==> config.mk <==
export PLATFORM = sky130hd
export DESIGN_NAME = stable_sorted_priority_queue_top_flat
export DESIGN_NICKNAME = d
export VERILOG_FILES = /design/src/design/sspq_pkg.sv /design/src/design/sspq_if.sv /design/src/design/sspq_cell.sv /design/src/design/stable_sorted_priority_queue_top.sv /design/src/flat_wrapper.sv
export SDC_FILE = /design/constraint.sdc
export NUM_CORES = 2
export LEC_CHECK = 0
export BUFFER_PORTS_ARGS = -buffer_cell sky130_fd_sc_hd__buf_2
export CAP_MARGIN = 30
export CORE_ASPECT_RATIO = 0.9
export CORE_MARGIN = 10
export CORE_UTILIZATION = 41
export DETAILED_ROUTE_END_ITERATION = 8
export MAX_ROUTING_LAYER = met4
export PLACE_DENSITY = 0.63
export SYNTH_ARGS = -nofsm -noshare
export SYNTH_HDL_FRONTEND = slang
export SYNTH_SLANG_ARGS = --single-unit
==> constraint.sdc <==
create_clock -name clk -period 9 [get_ports clk]
set_clock_uncertainty 0.15 [all_clocks]
set_input_delay 2.25 -clock clk [delete_from_list [all_inputs] [get_ports clk]]
set_output_delay 2.25 -clock clk [all_outputs]
set_load 0.01 [all_outputs]
==> src/design/sspq_pkg.sv <==
// Shared types and constants for the stable sorted priority queue.
`timescale 1ns / 1ps
`default_nettype none
package sspq_pkg;

	localparam int DEPTH     = 16;
	localparam int PRIO_BITS = 8;
	localparam int DATA_BITS = 32;
	localparam int CNT_BITS  = $clog2(DEPTH + 1);
	localparam int OCC_BITS  = 5;
	localparam int ADDR_BITS = 3;

	typedef enum logic {
		MODE_INSERT = 1'b0,
		MODE_POP    = 1'b1
	} mode_t;

	typedef enum logic [1:0] {
		STAT_OK    = 2'd0,
		STAT_FULL  = 2'd1,
		STAT_EMPTY = 2'd2
	} status_t;

	typedef enum logic {
		REG_ORDER = 1'b0
	} reg_idx_t;

	typedef struct packed {
		logic [PRIO_BITS-1:0]        prio;
		logic signed [DATA_BITS-1:0] data;
	} entry_t;

	typedef struct packed {
		logic   ins;
		logic   pop;
		logic   desc;
		entry_t new_ent;
	} cell_ctl_t;

endpackage
`default_nettype wire

==> src/design/sspq_if.sv <==
// Valid/ready channel interfaces for queue commands and results.
`timescale 1ns / 1ps
`default_nettype none
interface sspq_in_if import sspq_pkg::*; ();
	logic                        valid;
	logic                        ready;
	logic                        mode;
	logic [PRIO_BITS-1:0]        priority_req;
	logic signed [DATA_BITS-1:0] data_in;

	modport source (output valid, mode, priority_req, data_in, input ready);
	modport sink (input valid, mode, priority_req, data_in, output ready);
endinterface

interface sspq_out_if import sspq_pkg::*; ();
	logic                        valid;
	logic                        ready;
	logic                        out_valid;
	logic [PRIO_BITS-1:0]        out_priority;
	logic signed [DATA_BITS-1:0] out_data;
	logic [1:0]                  status;
	logic [OCC_BITS-1:0]         occupancy;

	modport source (output valid, out_valid, out_priority, out_data, status, occupancy,
		input ready);
	modport sink (input valid, out_valid, out_priority, out_data, status, occupancy,
		output ready);
endinterface
`default_nettype wire

==> src/design/sspq_cell.sv <==
// One queue slot: holds an entry, compares it with the new key, shifts with its neighbors.
`timescale 1ns / 1ps
`default_nettype none
module sspq_cell import sspq_pkg::*; (
	input  wire logic      clk,
	input  wire cell_ctl_t ctl,
	input  wire logic      occupied,
	input  wire logic      chain_in,
	output logic           chain_out,
	input  wire entry_t    left_ent,
	input  wire entry_t    right_ent,
	output entry_t         ent
);

	entry_t ent_q;
	logic   ahead;

	always_comb begin
		if (ctl.desc) begin
			ahead = occupied && (ent_q.prio >= ctl.new_ent.prio);
		end else begin
			ahead = occupied && (ent_q.prio <= ctl.new_ent.prio);
		end
	end

	assign chain_out = chain_in && ahead;
	assign ent       = ent_q;

	// insert: keep if ahead, take new at first slot not ahead, else shift from head side
	always_ff @(posedge clk) begin
		if (ctl.ins) begin
			if (!chain_in) begin
				ent_q <= left_ent;
			end else if (!ahead) begin
				ent_q <= ctl.new_ent;
			end
		end else if (ctl.pop) begin
			ent_q <= right_ent;
		end
	end

endmodule
`default_nettype wire

==> src/design/stable_sorted_priority_queue_top.sv <==
// Top level of the stable sorted priority queue: cell row, count, result register, APB.
//
// Usage:
//   in_ch carries one command per transfer: mode 0 inserts priority_req/data_in,
//   mode 1 pops the head entry. Entries of equal priority leave in arrival order.
//   out_ch carries exactly one result per command: out_valid/out_priority/out_data
//   for a pop, status (ok, full, empty) and occupancy after the command.
//   A result appears on out_ch in the cycle after its command transfer. Throughput
//   is one command per cycle while out_ch is not stalled; every cell of the row compares
//   its key with the new key in the same cycle and shifts with its neighbor.
//   When the receiver stalls, the result register holds and in_ch.ready drops
//   until the result is taken; a new command is taken in the cycle the result
//   leaves.
//   The APB port holds order_descending at address 0 (0 ascending, 1 descending);
//   write it only while the queue is idle.
//   Reset (arst_n low) empties the queue, clears the order bit and drops out_ch.valid.
`timescale 1ns / 1ps
`default_nettype none
module stable_sorted_priority_queue_top import sspq_pkg::*; (
	input  wire logic                 clk,
	input  wire logic                 arst_n,
	sspq_in_if.sink                   in_ch,
	sspq_out_if.source                out_ch,
	input  wire logic                 psel,
	input  wire logic                 penable,
	input  wire logic                 pwrite,
	input  wire logic [ADDR_BITS-1:0] paddr,
	input  wire logic [31:0]          pwdata,
	output logic [31:0]               prdata,
	output logic                      pready
);

	logic                        desc_q;
	logic [CNT_BITS-1:0]         count_q;
	logic                        res_valid_q;
	logic                        res_ovalid_q;
	logic [PRIO_BITS-1:0]        res_prio_q;
	logic signed [DATA_BITS-1:0] res_data_q;
	status_t                     res_status_q;
	logic [CNT_BITS-1:0]         occ_q;

	logic                        in_fire;
	logic                        full;
	logic                        empty;
	logic [CNT_BITS-1:0]         count_d;
	cell_ctl_t                   ctl;
	entry_t                      ents [DEPTH];
	logic                        chain [DEPTH+1];

	assign pready = 1'b1;
	assign prdata = (paddr[ADDR_BITS-1] == REG_ORDER) ? {31'd0, desc_q} : 32'd0;

	always_ff @(posedge clk or negedge arst_n) begin
		if (!arst_n) begin
			desc_q <= 1'b0;
		end else if (psel && penable && pwrite && pready
				&& paddr[ADDR_BITS-1] == REG_ORDER) begin
			desc_q <= pwdata[0];
		end
	end

	assign in_ch.ready = !res_valid_q || out_ch.ready;
	assign in_fire     = in_ch.valid && in_ch.ready;
	assign full        = (count_q == CNT_BITS'(DEPTH));
	assign empty       = (count_q == '0);

	always_comb begin
		ctl.ins          = in_fire && (in_ch.mode == MODE_INSERT) && !full;
		ctl.pop          = in_fire && (in_ch.mode == MODE_POP) && !empty;
		ctl.desc         = desc_q;
		ctl.new_ent.prio = in_ch.priority_req;
		ctl.new_ent.data = in_ch.data_in;
	end

	assign chain[0] = 1'b1;

	for (genvar i = 0; i < DEPTH; i++) begin : g_cell
		entry_t left_ent;
		entry_t right_ent;
		if (i == 0) begin : g_head
			assign left_ent = ctl.new_ent;
		end else begin : g_mid
			assign left_ent = ents[i-1];
		end
		if (i == DEPTH - 1) begin : g_tail
			assign right_ent = ents[i];
		end else begin : g_body
			assign right_ent = ents[i+1];
		end
		sspq_cell u_cell (
			.clk       (clk),
			.ctl       (ctl),
			.occupied  (count_q > CNT_BITS'(i)),
			.chain_in  (chain[i]),
			.chain_out (chain[i+1]),
			.left_ent  (left_ent),
			.right_ent (right_ent),
			.ent       (ents[i])
		);
	end

	always_comb begin
		count_d = count_q;
		if (ctl.ins) begin
			count_d = count_q + CNT_BITS'(1);
		end else if (ctl.pop) begin
			count_d = count_q - CNT_BITS'(1);
		end
	end

	always_ff @(posedge clk or negedge arst_n) begin
		if (!arst_n) begin
			count_q     <= '0;
			res_valid_q <= 1'b0;
		end else begin
			count_q <= count_d;
			if (in_fire) begin
				res_valid_q <= 1'b1;
			end else if (out_ch.ready) begin
				res_valid_q <= 1'b0;
			end
		end
	end

	always_ff @(posedge clk) begin
		if (in_fire) begin
			res_ovalid_q <= ctl.pop;
			res_prio_q   <= ctl.pop ? ents[0].prio : '0;
			res_data_q   <= ctl.pop ? ents[0].data : '0;
			if (in_ch.mode == MODE_INSERT) begin
				res_status_q <= full ? STAT_FULL : STAT_OK;
			end else begin
				res_status_q <= empty ? STAT_EMPTY : STAT_OK;
			end
		end
	end

	always_ff @(posedge clk) begin
		if (in_fire) begin
			occ_q <= count_d;
		end
	end

	assign out_ch.valid        = res_valid_q;
	assign out_ch.out_valid    = res_ovalid_q;
	assign out_ch.out_priority = res_prio_q;
	assign out_ch.out_data     = res_data_q;
	assign out_ch.status       = res_status_q;
	assign out_ch.occupancy    = OCC_BITS'(occ_q);

endmodule
`default_nettype wire

==> src/flat_wrapper.sv <==
// flat-port wrapper written by rule: the top's interface ports become plain ports
module stable_sorted_priority_queue_top_flat import sspq_pkg::*;
  (clk, arst_n, psel, penable, pwrite, paddr, pwdata, prdata, pready, in_ch_valid, in_ch_mode, in_ch_priority_req, in_ch_data_in, in_ch_ready, out_ch_valid, out_ch_out_valid, out_ch_out_priority, out_ch_out_data, out_ch_status, out_ch_occupancy, out_ch_ready);
  sspq_in_if in_ch_i ();
  sspq_out_if out_ch_i ();
  input  wire logic clk;
  input  wire logic arst_n;
  input  wire logic psel;
  input  wire logic penable;
  input  wire logic pwrite;
  input  wire logic [ADDR_BITS-1:0] paddr;
  input  wire logic [31:0] pwdata;
  output logic [31:0] prdata;
  output logic pready;
  input wire logic [$bits(in_ch_i.valid)-1:0] in_ch_valid;
  input wire logic [$bits(in_ch_i.mode)-1:0] in_ch_mode;
  input wire logic [$bits(in_ch_i.priority_req)-1:0] in_ch_priority_req;
  input wire logic [$bits(in_ch_i.data_in)-1:0] in_ch_data_in;
  output wire logic [$bits(in_ch_i.ready)-1:0] in_ch_ready;
  output wire logic [$bits(out_ch_i.valid)-1:0] out_ch_valid;
  output wire logic [$bits(out_ch_i.out_valid)-1:0] out_ch_out_valid;
  output wire logic [$bits(out_ch_i.out_priority)-1:0] out_ch_out_priority;
  output wire logic [$bits(out_ch_i.out_data)-1:0] out_ch_out_data;
  output wire logic [$bits(out_ch_i.status)-1:0] out_ch_status;
  output wire logic [$bits(out_ch_i.occupancy)-1:0] out_ch_occupancy;
  input wire logic [$bits(out_ch_i.ready)-1:0] out_ch_ready;
  assign in_ch_i.valid = in_ch_valid;
  assign in_ch_i.mode = in_ch_mode;
  assign in_ch_i.priority_req = in_ch_priority_req;
  assign in_ch_i.data_in = in_ch_data_in;
  assign in_ch_ready = in_ch_i.ready;
  assign out_ch_valid = out_ch_i.valid;
  assign out_ch_out_valid = out_ch_i.out_valid;
  assign out_ch_out_priority = out_ch_i.out_priority;
  assign out_ch_out_data = out_ch_i.out_data;
  assign out_ch_status = out_ch_i.status;
  assign out_ch_occupancy = out_ch_i.occupancy;
  assign out_ch_i.ready = out_ch_ready;
  stable_sorted_priority_queue_top u_core (.clk(clk), .arst_n(arst_n), .in_ch(in_ch_i), .out_ch(out_ch_i), .psel(psel), .penable(penable), .pwrite(pwrite), .paddr(paddr), .pwdata(pwdata), .prdata(prdata), .pready(pready));
endmodule
==> impl_metrics.env <==
export IMPL_status="completed"
export IMPL_stdcell_area_um2=42300
export IMPL_synth_xor_area_frac=0.00184
export IMPL_postSynthCellCount=3650
export IMPL_clkPwrFrac=0.320
export IMPL_grt_max_degree=249
export IMPL_num_rows=106
export IMPL_p_switching_mw=3.35
export IMPL_synth_compound_area_frac=0.158
export IMPL_synth_top_family_by_area="compound AO/OA/AOI/OAI gates"
export IMPL_top_layer="met4"
export IMPL_synthMuxAreaShare=0.0806
export IMPL_r2r_slack_ns=4.14
export IMPL_hpwl_um=69600
export IMPL_cts_tree="built"
export IMPL_synth_cell_types=63
export IMPL_fillers=8748
export IMPL_drt_wl_total_um=117000
export IMPL_synth_warnings=0
export IMPL_io_buffers=100
export IMPL_dieArea_um2=106000
export IMPL_r2r_start="u_core.desc_q"
export IMPL_async_flop_share=0.0101
export IMPL_crit_path_start="in_ch_priority_req[5]"
export IMPL_yosys_area_share_simple=0.126
export IMPL_antenna_found_initial=8
export IMPL_reg2reg_to="u_core.g_cell[5].u_cell.ent[8]"
export IMPL_p_per_area_nw_per_um2=241
export IMPL_cp_start_kind="input port"
export IMPL_htreeDepth=3
export IMPL_grt_first_pass_wirelength_um=176000
export IMPL_ctsHoldBuffers=0
export IMPL_combPwrFrac=0.242
export IMPL_drt_iter0_drc=3310
export IMPL_ir_drop_uv=134
export IMPL_ys_seq_elements=695
export IMPL_die_h_um=309
export IMPL_route_met3_wl_um=10100
export IMPL_post_dp_cell_area_um2=39700
export IMPL_post_route_period_util=0.762
export IMPL_cp_cell_sequence="buf_2 -> inv_1 -> ha_1 -> a21oi_1 -> nor2_1 -> a211oi_1 -> nand3_1 -> nor3b_1 -> a2111oi_4 -> buf_4 -> nand4_4 -> nor3_4 -> buf_4 -> a21oi_4 -> buf_4"
export IMPL_track_usage=0.220
export IMPL_antenna_left=0
export IMPL_wire_per_inst_um=23.9
export IMPL_clkSlewWorstSetupHoldPaths_ns=0.06
export IMPL_cellInternalPower_mw=6.83
export IMPL_met1_length_um=53100
export IMPL_clock_latency_ns=0.65
export IMPL_coreArea_um2=92600
export IMPL_drcViolationCount=0
export IMPL_rr_worst_depth=9
export IMPL_slew_violations=0
export IMPL_syn_area_um2=38100
export IMPL_first_pass_iters=6
export IMPL_crit_fanout=40
export IMPL_crit_path_top_delay_cell="inv_1"
export IMPL_syn2layout_area_growth_pct=10.9
export IMPL_final_nets=3788
export IMPL_hold_path_class="flip-flop to flip-flop"
export IMPL_cts_resized=0
export IMPL_fin_tns_setup_ns=0
export IMPL_power_leakage_nw=16.4
export IMPL_synthAdderAreaFrac=0.0437
export IMPL_slew_headroom=0.318
export IMPL_drive_gt1_frac=0.0996
export IMPL_endpoint="u_core.g_cell[15].u_cell.ent[27]"
export IMPL_gp_congestion=0.872
export IMPL_whs_ns=0.382
export IMPL_drv_cap=0
export IMPL_final_common_cell="nand2_1"
export IMPL_cts_buffers=80
export IMPL_io_pins=166
export IMPL_end_kind="flip-flop"
export IMPL_post_cts_setup_buffers=0
export IMPL_ys_seq_area_frac=0.547
export IMPL_ys_flop_type="edfxtp_1"
export IMPL_seq_power_share=0.438
export IMPL_power_mw=10.2
export IMPL_max_stage_delay_ns=0.68
export IMPL_period_needed_ns=6.86
export IMPL_synth_area_per_cell_um2=10.4
export IMPL_netSwitchingFraction=0.329
export IMPL_cts_root_buffer_cell="clkbuf_16"
export IMPL_worst_pin_slew_ns=1.02
export IMPL_die_w_um=341
export IMPL_critPathKind="input port to flip-flop"
export IMPL_met2_length_um=50100
export IMPL_clockBufferDepth=3
export IMPL_final_cell_mix="nand2_1 (689), edfxtp_1 (688), o21ai_0 (380)"
export IMPL_cp_required_ns=9.14
export IMPL_cpMostUsedCell="buf_4"
export IMPL_synth_edff_count=688
export IMPL_rsz0062_at_grt="no"
export IMPL_grt_pass1_vias=27700
export IMPL_grt_overflow=0
export IMPL_hold_viol_final=0
export IMPL_dr_total_vias=29200
export IMPL_clock_sinks=695
export IMPL_avgViaCountPerCell=5.98
export IMPL_start_util=0.412
export IMPL_cp_arrival_ns=7.00
export IMPL_setup_viol=0
export IMPL_max_freq_mhz=146
export IMPL_final_util=0.457
==> flip-flops by register name (all words and copies together) (netlist names) <==
| register | count |
|---|---|
| u_core.g_cell.u_cell.ent | 640 |
| u_core.out_ch.out_data | 32 |
| u_core.out_ch.valid | 1 |
| u_core.count_q | 5 |
| u_core.out_ch.out_priority | 8 |
| u_core.out_ch.status | 2 |
| u_core.out_ch.occupancy | 5 |
| u_core.desc_q | 1 |
| u_core.out_ch.out_valid | 1 |
==> how the worst min path moves through the flow <==
| stage | cells past startpoint | to | startpoint |
|---|---|---|---|
| floorplan | 2 | u_core.g_cell[0].u_cell.ent[0] | u_core.g_cell[1].u_cell.ent[0] |
| global placement | 2 | u_core.out_ch.valid | u_core.out_ch.valid |
| detailed placement | 2 | u_core.out_ch.valid | u_core.out_ch.valid |
| CTS | 2 | u_core.g_cell[4].u_cell.ent[14] | u_core.g_cell[5].u_cell.ent[14] |
| global route | 2 | u_core.out_ch.valid | u_core.out_ch.valid |
| finish | 2 | u_core.g_cell[4].u_cell.ent[14] | u_core.g_cell[5].u_cell.ent[14] |
==> cells in the mapped netlist (all sizes together), types with 3 or more instances <==
master | instances | area [um2]
o22ai | 3 | 18.8
o21a | 15 | 113
and2 | 41 | 257
o211ai | 244 | 1830
dfrtp | 7 | 175
a31oi | 138 | 863
a21o | 13 | 97.6
or2 | 3 | 18.8
nand3 | 32 | 160
edfxtp | 688 | 20700
a2111oi | 3 | 52.6
nand2b | 19 | 119
o21bai | 5 | 37.5
o21ai | 393 | 1970
nor3 | 16 | 91.3
a211oi | 8 | 65.1
o31ai | 3 | 22.5
and3 | 6 | 37.5
xnor2 | 7 | 61.3
inv | 28 | 105
o31a | 7 | 61.3
and4 | 35 | 307
or3 | 4 | 25.0
a21oi | 159 | 796
ha | 133 | 1660
nand2 | 696 | 2610
buf | 82 | 485
clkbuf | 279 | 1050
mux2 | 40 | 450
mux2i | 262 | 2620
nor2 | 211 | 792
a22oi | 3 | 22.5
nand4 | 33 | 221
nor2b | 9 | 56.3
==> critical path, delay by kind of cell <==
family | cells | cell delay [ns]
buffers and inverters | 5 | 2.17
AOI/OAI and AO/OA | 4 | 1.10
and+or+nand+nor | 5 | 1.07
adders and majority gates | 1 | 0.38
==> routing by layer <==
metal / vias to the layer above / track usage
met5: - / -
met4: 0 / 0.0698
met3: 164 / 0.0402
met2: 1299 / 0.315
met1: 14400 / 0.314
li1: 13300 / -
==> per-stage QoR <==
step,setup WS (ns),cells
final,2.14,4882
after detailed placement,1.60,4731
after floorplan,0.902,3680
after global placement,1.61,4726
after global routing,1.95,4879
after CTS,2.25,4874
==> power groups by stage <==
stage	combinational [mW]	sequential, mW	clock, mW
final	2.47	4.46	3.26
after detailed placement	2.43	4.51	0
after floorplan	1.62	4.42	0
after global routing	2.68	4.51	3.42
after CTS	2.44	4.45	3.29
after global placement	2.36	4.50	0
==> layout make-up <==
class                      count  area [um2]  share of cell area
clock buffer                  98        2090              0.0495
multi-input combinational   2595       16000               0.378
timing repair buffer         171        1250              0.0295
inverter                      29         109             0.00257
clock inverter                45         457              0.0108
antenna                        7        17.5            0.000414
sequential                   695       20800               0.493
tap                         1242        1550              0.0368
==> kinds of logic after synthesis <==
kind of cell             after synthesis
other                                  2
adder cells (fa/ha/maj)              133
AO/OA/AOI/OAI                       1003
flip-flops                           695
XOR/XNOR                               8
buffers and inverters                390
multiplexers                         302
AND/OR/NAND/NOR                     1117
Power figures use the tool's default switching activity.
